File: src/hw/rtl/sba_pkg.sv
// shared types, constants and helpers for the signed byte alu
package sba_pkg;

  localparam int unsigned DataW         = 8;
  localparam int unsigned AccW          = DataW + 1;
  localparam int unsigned ModeW         = 3;
  localparam int unsigned StepsPerStage = 2;
  localparam int unsigned NumDivStages  = DataW / StepsPerStage;

  localparam logic [DataW-1:0] NegOneAdd = DataW'(1);

  typedef enum logic [ModeW-1:0] {
    MODE_ADD = 3'd0,
    MODE_SUB = 3'd1,
    MODE_MUL = 3'd2,
    MODE_DIV = 3'd3,
    MODE_MOD = 3'd4
  } mode_e;

  typedef struct packed {
    logic [ModeW-1:0] mode;
    logic [AccW-1:0]  acc;
    logic [DataW-1:0] quo;
    logic [DataW-1:0] dvs;
    logic             neg;
    logic [DataW-1:0] res;
    logic             carry;
    logic             dz;
  } stage_t;

  function automatic logic [DataW-1:0] neg_byte(logic [DataW-1:0] v);
    return ~v + NegOneAdd;
  endfunction

  function automatic logic [DataW-1:0] mag_byte(logic [DataW-1:0] v);
    return v[DataW-1] ? neg_byte(v) : v;
  endfunction

endpackage

File: src/hw/rtl/sba_if.sv
// valid/ready channel interfaces for operations and results
interface sba_in_if;
  logic                              valid;
  logic                              ready;
  logic        [sba_pkg::ModeW-1:0]  mode;
  logic signed [sba_pkg::DataW-1:0]  operand_a;
  logic signed [sba_pkg::DataW-1:0]  operand_b;

  modport source (output valid, mode, operand_a, operand_b, input ready);
  modport sink   (input valid, mode, operand_a, operand_b, output ready);
endinterface

interface sba_out_if;
  logic                              valid;
  logic                              ready;
  logic signed [sba_pkg::DataW-1:0]  result;
  logic                              carry_out;
  logic                              divide_by_zero;

  modport source (output valid, result, carry_out, divide_by_zero, input ready);
  modport sink   (input valid, result, carry_out, divide_by_zero, output ready);
endinterface

File: src/hw/rtl/sba_front.sv
// first pipeline stage: decode, add/sub/mul and divider setup
module sba_front (
  input  logic                         clk_i,
  input  logic                         rst_ni,
  input  logic                         advance_i,
  input  logic                         valid_i,
  input  logic [sba_pkg::ModeW-1:0]    mode_i,
  input  logic [sba_pkg::DataW-1:0]    operand_a_i,
  input  logic [sba_pkg::DataW-1:0]    operand_b_i,
  output logic                         valid_o,
  output sba_pkg::stage_t              stage_o
);

  logic            valid_q;
  sba_pkg::stage_t stage_d, stage_q;
  logic [sba_pkg::DataW:0]     sum;
  logic [sba_pkg::DataW-1:0]   prod;
  logic                        is_div;

  always_comb begin
    sum    = {1'b0, operand_a_i} + {1'b0, operand_b_i};
    prod   = operand_a_i * operand_b_i;
    is_div = (mode_i == sba_pkg::MODE_DIV) || (mode_i == sba_pkg::MODE_MOD);

    stage_d       = '0;
    stage_d.mode  = mode_i;
    stage_d.quo   = sba_pkg::mag_byte(operand_a_i);
    stage_d.dvs   = sba_pkg::mag_byte(operand_b_i);
    stage_d.neg   = operand_a_i[sba_pkg::DataW-1] ^ operand_b_i[sba_pkg::DataW-1];
    stage_d.dz    = is_div && (operand_b_i == '0);
    case (mode_i)
      sba_pkg::MODE_ADD: begin
        stage_d.res   = sum[sba_pkg::DataW-1:0];
        stage_d.carry = sum[sba_pkg::DataW];
      end
      sba_pkg::MODE_SUB: begin
        stage_d.res = operand_a_i + sba_pkg::neg_byte(operand_b_i);
      end
      sba_pkg::MODE_MUL: begin
        stage_d.res = prod;
      end
      default: begin
        stage_d.res = '0;
      end
    endcase
  end

  always_ff @(posedge clk_i or negedge rst_ni) begin
    if (!rst_ni) begin
      valid_q <= 1'b0;
    end else if (advance_i) begin
      valid_q <= valid_i;
    end
  end

  always_ff @(posedge clk_i) begin
    if (advance_i) begin
      stage_q <= stage_d;
    end
  end

  assign valid_o = valid_q;
  assign stage_o = stage_q;

endmodule

File: src/hw/rtl/sba_div_stage.sv
// restoring divider stage: two quotient bits per register stage
module sba_div_stage (
  input  logic            clk_i,
  input  logic            rst_ni,
  input  logic            advance_i,
  input  logic            valid_i,
  input  sba_pkg::stage_t stage_i,
  output logic            valid_o,
  output sba_pkg::stage_t stage_o
);

  logic            valid_q;
  sba_pkg::stage_t stage_d, stage_q;

  always_comb begin
    stage_d = stage_i;
    for (int unsigned s = 0; s < sba_pkg::StepsPerStage; s++) begin
      stage_d.acc = {stage_d.acc[sba_pkg::DataW-1:0], stage_d.quo[sba_pkg::DataW-1]};
      stage_d.quo = {stage_d.quo[sba_pkg::DataW-2:0], 1'b0};
      if (stage_d.acc >= {1'b0, stage_d.dvs}) begin
        stage_d.acc    = stage_d.acc - {1'b0, stage_d.dvs};
        stage_d.quo[0] = 1'b1;
      end
    end
  end

  always_ff @(posedge clk_i or negedge rst_ni) begin
    if (!rst_ni) begin
      valid_q <= 1'b0;
    end else if (advance_i) begin
      valid_q <= valid_i;
    end
  end

  always_ff @(posedge clk_i) begin
    if (advance_i) begin
      stage_q <= stage_d;
    end
  end

  assign valid_o = valid_q;
  assign stage_o = stage_q;

endmodule

File: src/hw/rtl/signed_byte_alu_booth_restoring.sv
// top level of the signed byte alu pipeline
//
// Operations arrive on in_i (mode, operand_a, operand_b) and results leave on
// out_o (result, carry_out, divide_by_zero), both valid/ready channels; a
// transaction happens when valid and ready are high at a rising clock edge.
// Every operation yields exactly one result, in order.
// Each accepted operation passes in order through the registered stages:
// one decode stage, four restoring divider stages of two quotient bits each
// and the output register. All modes take the same path through the pipe.
// Throughput: one operation per cycle while the receiver keeps ready high.
// When the receiver stalls with a result waiting, the whole pipeline holds and
// in_i.ready drops; ready stays high while the output register is empty or
// being read. Nothing is dropped or repeated.
// Reset (rst_ni low, asynchronous) clears all valid bits; the block is ready
// in the first cycle after reset and keeps no state between operations.
// A zero divisor on divide or modulo returns 0 with divide_by_zero set;
// unused modes return 0 with both flags clear.
module signed_byte_alu_booth_restoring (
  input  logic      clk_i,
  input  logic      rst_ni,
  sba_in_if.sink    in_i,
  sba_out_if.source out_o
);

  logic advance;
  logic [sba_pkg::NumDivStages:0] valid_pipe;
  sba_pkg::stage_t                stage_pipe [sba_pkg::NumDivStages+1];

  logic                     out_valid_q;
  logic [sba_pkg::DataW-1:0] result_d, result_q;
  logic                     carry_d, carry_q;
  logic                     dz_d, dz_q;
  sba_pkg::stage_t          last;

  assign advance  = !out_valid_q || out_o.ready;
  assign in_i.ready = advance;

  sba_front u_front (
    .clk_i       (clk_i),
    .rst_ni      (rst_ni),
    .advance_i   (advance),
    .valid_i     (in_i.valid),
    .mode_i      (in_i.mode),
    .operand_a_i (in_i.operand_a),
    .operand_b_i (in_i.operand_b),
    .valid_o     (valid_pipe[0]),
    .stage_o     (stage_pipe[0])
  );

  for (genvar g = 0; g < sba_pkg::NumDivStages; g++) begin : g_div
    sba_div_stage u_div (
      .clk_i     (clk_i),
      .rst_ni    (rst_ni),
      .advance_i (advance),
      .valid_i   (valid_pipe[g]),
      .stage_i   (stage_pipe[g]),
      .valid_o   (valid_pipe[g+1]),
      .stage_o   (stage_pipe[g+1])
    );
  end

  assign last = stage_pipe[sba_pkg::NumDivStages];

  always_comb begin
    carry_d = last.carry;
    dz_d    = last.dz;
    case (last.mode)
      sba_pkg::MODE_DIV: begin
        result_d = last.neg ? sba_pkg::neg_byte(last.quo) : last.quo;
      end
      sba_pkg::MODE_MOD: begin
        result_d = last.acc[sba_pkg::DataW-1:0];
      end
      default: begin
        result_d = last.res;
      end
    endcase
    if (last.dz) begin
      result_d = '0;
    end
  end

  always_ff @(posedge clk_i or negedge rst_ni) begin
    if (!rst_ni) begin
      out_valid_q <= 1'b0;
    end else if (advance) begin
      out_valid_q <= valid_pipe[sba_pkg::NumDivStages];
    end
  end

  always_ff @(posedge clk_i) begin
    if (advance) begin
      result_q <= result_d;
      carry_q  <= carry_d;
      dz_q     <= dz_d;
    end
  end

  assign out_o.valid          = out_valid_q;
  assign out_o.result         = result_q;
  assign out_o.carry_out      = carry_q;
  assign out_o.divide_by_zero = dz_q;

`ifndef SYNTHESIS
  a_dz_zero_result : assert property (@(posedge clk_i) disable iff (!rst_ni)
    out_valid_q && dz_q |-> (result_q == '0) && !carry_q)
    else $error("divide by zero result not cleared");

  a_flags_exclusive : assert property (@(posedge clk_i) disable iff (!rst_ni)
    out_valid_q |-> !(carry_q && dz_q))
    else $error("carry and divide by zero both set");

  a_stall_holds_pipe : assert property (@(posedge clk_i) disable iff (!rst_ni)
    !advance |=> $stable(valid_pipe) && out_valid_q)
    else $error("pipeline moved during stall");

  a_ready_when_empty : assert property (@(posedge clk_i) disable iff (!rst_ni)
    !out_valid_q |-> in_i.ready)
    else $error("input stalled with empty output register");
`endif

endmodule

File: src/flat_wrapper.sv
// flat-port wrapper written by rule: the top's interface ports become plain ports
module signed_byte_alu_booth_restoring_flat 
  (clk_i, rst_ni, in_i_valid, in_i_mode, in_i_operand_a, in_i_operand_b, in_i_ready, out_o_valid, out_o_result, out_o_carry_out, out_o_divide_by_zero, out_o_ready);
  sba_in_if in_i_i ();
  sba_out_if out_o_i ();
  input  logic clk_i;
  input  logic rst_ni;
  input wire logic [$bits(in_i_i.valid)-1:0] in_i_valid;
  input wire logic [$bits(in_i_i.mode)-1:0] in_i_mode;
  input wire logic [$bits(in_i_i.operand_a)-1:0] in_i_operand_a;
  input wire logic [$bits(in_i_i.operand_b)-1:0] in_i_operand_b;
  output wire logic [$bits(in_i_i.ready)-1:0] in_i_ready;
  output wire logic [$bits(out_o_i.valid)-1:0] out_o_valid;
  output wire logic [$bits(out_o_i.result)-1:0] out_o_result;
  output wire logic [$bits(out_o_i.carry_out)-1:0] out_o_carry_out;
  output wire logic [$bits(out_o_i.divide_by_zero)-1:0] out_o_divide_by_zero;
  input wire logic [$bits(out_o_i.ready)-1:0] out_o_ready;
  assign in_i_i.valid = in_i_valid;
  assign in_i_i.mode = in_i_mode;
  assign in_i_i.operand_a = in_i_operand_a;
  assign in_i_i.operand_b = in_i_operand_b;
  assign in_i_ready = in_i_i.ready;
  assign out_o_valid = out_o_i.valid;
  assign out_o_result = out_o_i.result;
  assign out_o_carry_out = out_o_i.carry_out;
  assign out_o_divide_by_zero = out_o_i.divide_by_zero;
  assign out_o_i.ready = out_o_ready;
  signed_byte_alu_booth_restoring u_core (.clk_i(clk_i), .rst_ni(rst_ni), .in_i(in_i_i), .out_o(out_o_i));
endmodule
File: config.mk
export PLATFORM = sky130hd
export DESIGN_NAME = signed_byte_alu_booth_restoring_flat
export DESIGN_NICKNAME = d
export VERILOG_FILES = /design/src/hw/rtl/sba_pkg.sv /design/src/hw/rtl/sba_if.sv /design/src/hw/rtl/sba_front.sv /design/src/hw/rtl/sba_div_stage.sv /design/src/hw/rtl/signed_byte_alu_booth_restoring.sv /design/src/flat_wrapper.sv
export SDC_FILE = /design/constraint.sdc
export NUM_CORES = 1
export LEC_CHECK = 0
export ABC_AREA = 1
export BUFFER_PORTS_ARGS = -buffer_cell sky130_fd_sc_hd__buf_2
export CORE_MARGIN = 1
export CORE_UTILIZATION = 35
export CTS_CLUSTER_SIZE = 20
export DETAILED_ROUTE_END_ITERATION = 10
export HOLD_SLACK_MARGIN = 0.12
export PLACE_DENSITY = 0.53
export SLEW_MARGIN = 40
export SYNTH_ARGS = -nofsm -noshare
export SYNTH_HDL_FRONTEND = slang
export SYNTH_SLANG_ARGS = --single-unit
File: constraint.sdc
create_clock -name clk_i -period 8.6 [get_ports clk_i]
set_input_delay 0.86 -clock clk_i [delete_from_list [all_inputs] [get_ports clk_i]]
set_output_delay 0.86 -clock clk_i [all_outputs]
set_load 0.01 [all_outputs]
==> results of run 1 <==
==> cells in the mapped netlist, types with 3 or more instances <==
cell / number / area, µm²
nand2_1: 324 / 1220
edfxtp_1: 184 / 5530
inv_1: 181 / 679
ha_1: 91 / 1140
nand3_1: 74 / 370
a21oi_1: 62 / 310
nor2_1: 53 / 199
o21ai_0: 37 / 185
xor2_1: 37 / 324
fa_1: 21 / 420
nor3_1: 18 / 90.1
buf_2: 12 / 60.1
o21ai_1: 12 / 60.1
a31oi_1: 11 / 68.8
xnor2_1: 11 / 96.3
nand4_1: 7 / 43.8
dfrtp_1: 6 / 150
a21o_1: 4 / 30.0
nand2_2: 4 / 25.0
nand3b_1: 4 / 30.0
o21ai_2: 4 / 35.0
or2_2: 4 / 25.0
clkbuf_1: 3 / 11.3
inv_2: 3 / 11.3
nand3_2: 3 / 30.0
o211ai_1: 3 / 22.5
o221ai_1: 3 / 26.3
==> metal layers <==
metal	vias up	wire length [µm]	track usage, %
li1	4109	-	-
met1	3571	11100	19.1
met2	123	10700	23.9
met3	18	544	1.77
met4	0	255	4.20
met5	-	0	0
==> final cells by class <==
cell class                      count  share of cell area [%]
Timing Repair Buffer               36                    1.51
Multi-Input combinational cell    812                    39.2
Clock buffer                       17                    3.34
Sequential cell                   190                    44.6
Tap cell                          435                    4.27
Clock inverter                     15                    1.58
Inverter                          186                    5.52
==> cells by family after synthesis <==
| family | count (synthesis) |
|---|---|
| simple gates | 502 |
| buf+inv | 202 |
| flops | 190 |
| compound gates | 150 |
| fa+ha+maj | 112 |
| xor+xnor | 48 |
==> path summary, 6_finish.rpt <==
| path | to | slack [ns] | depth (start not counted) |
|---|---|---|---|
| max reg2reg | u_core.g_div[2].u_div.stage_o[33] | 4.85 | 20 |
| max in group asynchronous | u_core.u_front.valid_o | 8.22 | 1 |
| min reg2reg | u_core.g_div[3].u_div.stage_o[37] | 0.41 | 0 |
| max | u_core.u_front.stage_o[9] | 4.54 | 15 |
| min in group clk_i | u_core.g_div[3].u_div.stage_o[37] | 0.41 | 0 |
| min | u_core.g_div[3].u_div.valid_o | 0.24 | 1 |
==> worst max-delay path: cells and delay by family <==
| family | cells | cell delay (ns) |
|---|---|---|
| adders and majority gates | 6 | 2.46 |
| buffers and inverters | 3 | 0.36 |
| AOI/OAI and AO/OA | 1 | 0.19 |
| and+or+nand+nor | 5 | 0.37 |
==> registers in the layout, indices dropped and copies added (netlist names) <==
register / flops
u_core.out_o.carry_out: 1
u_core.u_front.valid_o: 1
u_core.g_div.u_div.stage_o: 144
u_core.u_front.stage_o: 30
u_core.out_o.valid: 1
u_core.out_o.divide_by_zero: 1
u_core.out_o.result: 8
u_core.g_div.u_div.valid_o: 4
==> metrics by stage <==
stage | setup WS [ns] | std cells | hold slack (ns) | util (%)
after floorplan | 1.54 | 1204 | 0.400 | -
after global placement | 4.17 | 1659 | 0.401 | 37.9
after detailed placement | 4.10 | 1659 | 0.405 | 38.0
after CTS | 4.56 | 1691 | 0.222 | 39.9
after global routing | 4.33 | 1691 | 0.233 | 39.9
final | 4.54 | 1691 | 0.241 | 39.9
==> impl_metrics.py, run 1 <==
metrics = {
    "floorplan": {
        "initial_core_util_pct": 35.9,
        "die_h_um": 183,
        "pin_count": 35,
        "core_region_area_um2": 31900,
        "chipWidth_um": 183,
        "die_area_um2": 33400,
        "fp-row-count": 65,
    },
    "clock_network": {
        "clock-sinks": 190,
        "htreeDepth": 4,
        "cts_tree": "done",
        "postCtsSetupBuffers": 0,
        "clockRootBuffer": "clkbuf_16",
        "cts_resized": 0,
        "clkTransAtPathRegs_ns": 0.08,
        "cts_buffer_depth": 2,
        "clk_latency_ns": 0.43,
        "cts_buffers": 17,
        "hold_buffers": 0,
    },
    "yosys": {
        "syn_area_um2": 11400,
        "avgSynthCellArea_um2": 9.50,
        "async_flop_share_pct": 3.16,
        "synthDistinctLibCells": 45,
        "synth_top_family_by_area": "simple AND/OR/NAND/NOR gates",
        "synth_compound_area_share_pct": 7.53,
        "yosys.area_share.simple_pct": 18.7,
        "synthXorXnorAreaFrac_pct": 3.68,
        "synth-seq-area-share_pct": 49.6,
        "synth_cells": 1204,
        "ys_dominant_reg_cell": "edfxtp_1",
        "synth_edf_count": 184,
        "yosys_warnings": 0,
        "synth_adder_area_share_pct": 13.6,
        "yosys_register_bits": 190,
        "syn-num-nets": 1339,
        "synthMuxAreaShare_pct": 0,
    },
    "finish": {
        "design_area_um2": 12700,
        "fillCellCount": 3181,
        "final_nets": 1378,
        "multiInputGateArea_um2": 4990,
        "mostFrequentLayoutCells": "nand2_1, edfxtp_1, inv_1",
        "regArea_um2": 5680,
        "area.growth.synth_to_final_pct": 11.3,
        "drive_gt1_share_pct": 8.28,
        "antennaDiodeCount": 0,
        "layout_commonest_cell": "nand2_1",
    },
    "route": {
        "wl_um": 22700,
        "vias": 7821,
        "vias_per_cell": 4.63,
        "postRouteAntennaNets": 0,
        "wl_per_cell_um": 13.4,
        "first_pass_iters": 6,
        "drc": 0,
        "drtIter0Drc": 479,
    },
    "critical_path": {
        "timing.rr.start": "u_core.g_div[1].u_div.stage_o[17]",
        "critPathMaxStageDelay_ns": 0.54,
        "path_max_fanout": 10,
        "crit_slowest_cell": "fa_1",
        "crit_start": "in_i_operand_b[3]",
        "cp_cell_sequence": "buf_2, ha_1, inv_1, fa_1, inv_1, ha_1, fa_1, fa_1, ha_1, nand2_1, nand2_1, a31oi_1, nand3_1, nand3_1, nand3_1",
        "crit_path_end_kind": "register",
        "setup.worst_path.start_class": "primary input",
        "arrival_ns": 4.24,
        "crit_type": "primary input to register",
        "crit_required_ns": 8.78,
    },
    "sta": {
        "max_freq_ghz": 0.246,
        "setup_tns_ns": 0,
        "tightest_slew_ns": 0.715,
        "finalClockSkew_ns": 0.0174,
        "slew_headroom_pct": 52.3,
        "slew_viol_final": 0,
        "setup_viol": 0,
        "min_period_ns": 4.06,
        "fin_crit_sh_pct": 47.2,
        "finalHoldViolations": 0,
        "rsz0062_at_grt": "no",
    },
    "global_route": {
        "track_usage_pct": 14.2,
        "grt_pass1_vias": 7579,
        "gr-total-overflow": 0,
        "grt_max_degree": 84,
        "grt_pass1_wl_um": 37500,
        "antenna_found_initial": 0,
    },
    "run_status": {
        "outcome": "finished, final reports clean",
    },
    "job": {
        "drv_cap": 0,
    },
    "placed_design": {
        "routabilityCongestion": 0.918,
        "post_dp_cell_area_um2": 12100,
        "portBuffers": 34,
        "hpwlAfterDp_um": 17600,
    },
    "worst_hold_path": {
        "hold_path_class": "primary input to async pin",
    },
}
Power of run 1 is left out: the tool's default activity adds up to more than one toggle a clock period on the data nets, which glitch-free logic cannot reach.
==> run 2, diff against run 1 <==
- ABC_AREA: 1 -> 0
- clock period: 8.6 -> 3.8 ns (I/O delays scaled with it)
==> run 2 against run 1 <==
Cell count fell by 9.3%. First-iteration DRC count down 21%. Critical path depth increased by 1. Global-route usage rose by 0.083 points. Non-clock buffer count is 132 higher. Largest cell class unchanged. Critical endpoint is now u_core.g_div[2].u_div.stage_o[28]. Core utilization increased by 3.8 points.
==> impl_metrics.py, run 2 <==
metrics = {
    "run_status": {
        "outcome": "finished, final reports clean",
    },
    "sta": {
        "tightest_slew_ns": 0.616,
        "fin_crit_sh_pct": 98.6,
        "max_freq_ghz": 0.267,
        "finalHoldViolations": 0,
        "setup_viol": 0,
        "min_period_ns": 3.75,
        "finalClockSkew_ns": 0.00942,
        "slew_viol_final": 0,
        "rsz0062_at_grt": "yes",
        "slew_headroom_pct": 58.9,
        "setup_slack_ns": 0.0522,
    },
    "critical_path": {
        "r2r_slack_ns": 0.05,
        "crit_required_ns": 3.98,
        "path_max_fanout": 8,
        "critPathMaxStageDelay_ns": 0.42,
        "timing.rr.start": "u_core.g_div[1].u_div.stage_o[12]",
        "crit_path_end_kind": "register",
        "crit_slowest_cell": "or4_4",
        "arrival_ns": 3.93,
        "path_buf_inv": 4,
        "rr_worst_depth": 16,
        "setup.worst_path.start_class": "register",
        "crit_type": "register to register",
        "reg2reg_to": "u_core.g_div[2].u_div.stage_o[28]",
        "crit_family": "simple AND/OR/NAND/NOR gates",
        "cp_cell_sequence": "inv_2, ha_4, nor2b_4, o31a_1, or4_4, a21oi_2, buf_6, inv_2, mux2_4, ha_4, or3_1, o21ai_1, a21oi_2, a21boi_4, buf_12, mux2_4",
    },
    "finish": {
        "drive_gt1_share_pct": 25.8,
        "layout_commonest_cell": "edfxtp_1",
        "mostFrequentLayoutCells": "edfxtp_1, buf_4, inv_1",
        "area.growth.synth_to_final_pct": 23.0,
        "largest_reg_flops": 144,
        "final_core_util_pct": 43.7,
        "design_area_um2": 13800,
        "antennaDiodeCount": 0,
        "fillCellCount": 2895,
        "final_nets": 1253,
    },
    "placed_design": {
        "portBuffers": 34,
        "routabilityCongestion": 0.871,
        "dp_slack_ns": -0.189,
        "hpwlAfterDp_um": 17500,
        "post_dp_cell_area_um2": 12900,
    },
    "route": {
        "drtIter0Drc": 379,
        "drc": 0,
        "vias": 7443,
        "first_pass_iters": 4,
        "vias_per_cell": 4.86,
        "postRouteAntennaNets": 0,
        "wl_per_cell_um": 14.7,
        "wl_um": 22500,
    },
    "yosys": {
        "syn_area_um2": 11200,
        "synth_edf_count": 184,
        "synth-seq-area-share_pct": 50.7,
        "ys_dominant_reg_cell": "edfxtp_1",
        "yosys_warnings": 0,
        "netlist_top_cells_area": "edfxtp_1, ha_1, xnor2_1",
        "yosys_register_bits": 190,
        "syn-num-nets": 1085,
        "async_flop_share_pct": 3.16,
        "synth_most_common_cell": "edfxtp_1",
        "avgSynthCellArea_um2": 11.8,
        "synth.largest_area_cell": "edfxtp_1",
        "synthDistinctLibCells": 61,
        "synth_common_cells": "edfxtp_1, inv_1, ha_1, nand2_1, xnor2_1",
        "yosys.area.top_type_share_pct": 49.4,
        "synth_cells": 950,
    },
    "worst_hold_path": {
        "min_to": "u_core.u_front.valid_o",
        "hold_path_class": "primary input to register",
        "min_delay_path_depth": 2,
        "min_from": "in_i_valid",
    },
    "clock_network": {
        "cts_tree": "done",
        "clk_latency_ns": 0.43,
        "cts_buffers": 17,
        "clkTransAtPathRegs_ns": 0.07,
        "htreeDepth": 4,
        "clockRootBuffer": "clkbuf_16",
        "cts_buffer_depth": 2,
        "clock-sinks": 190,
    },
    "floorplan": {
        "initial_core_util_pct": 35.5,
        "pin_count": 35,
        "core_region_area_um2": 31500,
        "fp-row-count": 65,
        "die_area_um2": 32700,
        "die_h_um": 181,
        "chipWidth_um": 181,
    },
    "global_route": {
        "antenna_found_initial": 0,
        "grt_pass1_vias": 7499,
        "grt_pass1_wl_um": 36900,
        "gr-total-overflow": 0,
        "grt_max_degree": 67,
        "track_usage_pct": 14.3,
    },
    "job": {
        "drv_cap": 0,
    },
}
run 2: cell types whose count changed in the layout (fill, tap and decap cells not counted), sizes merged, moves of 16 or more:
| cell | change |
|---|---|
| nand2 | -262 |
| buf | +131 |
| mux2 | +31 |
| xor2 | -16 |
| inv | -92 |
| nand3 | -63 |
| xnor2 | +47 |
run 2: metal layers:
layer | GRT usage [%] | part of all wire, % | vias to the layer above
met5 | 0 | 0 | -
met4 | 5.37 | 2.2 | 0
met3 | 2.08 | 1.9 | 30
met2 | 24.6 | 50 | 79
met1 | 18.0 | 46 | 3567
li1 | - | - | 3767
run 2: logic make-up after synthesis:
logic type | synth area share [%]
AO/OA/AOI/OAI | 10.9
XOR/XNOR | 6.19
adder cells (fa/ha/maj) | 13.9
buffers and inverters | 3.93
flip-flops | 50.7
multiplexers | 4.13
AND/OR/NAND/NOR | 10.2
run 2: final cells by class:
cell class	count	area [µm²]	share of cell area, %
tap	402	503	3.65
timing repair buffer	168	1240	9.01
multi-input combinational	644	5370	39.0
clock inverter	14	179	1.30
sequential	190	5680	41.2
clock buffer	18	429	3.12
inverter	97	364	2.65
run 2: worst max-delay path by stage:
stage,startpoint,end,depth (start not counted)
final,u_core.g_div[1].u_div.stage_o[12],u_core.g_div[2].u_div.stage_o[28],16
after global routing,u_core.g_div[2].u_div.stage_o[12],u_core.g_div[3].u_div.stage_o[33],18
after CTS,u_core.g_div[2].u_div.stage_o[27],u_core.g_div[3].u_div.stage_o[33],17
after detailed placement,in_i_operand_b[2],u_core.u_front.stage_o[9],15
after global placement,u_core.g_div[1].u_div.stage_o[12],u_core.g_div[2].u_div.stage_o[32],16
after floorplan,u_core.g_div[2].u_div.stage_o[27],u_core.g_div[3].u_div.stage_o[32],16
run 2: worst reg2reg max path: stages, from the launching register on:
cell	delay (ns)
edfxtp_1	0.41
inv_2	0.11
ha_4	0.21
nor2b_4	0.12
o31a_1	0.27
or4_4	0.42
a21oi_2	0.14
buf_6	0.16
inv_2	0.05
mux2_4	0.31
ha_4	0.16
or3_1	0.36
o21ai_1	0.10
a21oi_2	0.07
a21boi_4	0.18
buf_12	0.14
mux2_4	0.29
run 2: timing repair:
action / in CTS / in global routing
setup endpoints to repair: 15 / 29
hold buffers: 1 / 0
gates resized for setup: 8 / 44
buffers inserted: 5 / 2
pin swaps: 8 / 10
hold endpoints to repair: 6 / 0
run 2: stage by stage:
step / cells / TNS [ns] / hold WS (ns)
CTS: 1531 / 0 / 0.151
global route: 1533 / -0.987 / 0.166
floorplan: 950 / -0.271 / 0.0844
finish: 1533 / 0 / 0.172
global placement: 1493 / -1.31 / 0.206
detailed placement: 1493 / -1.59 / 0.209
Power of run 2 is left out for the same reason.
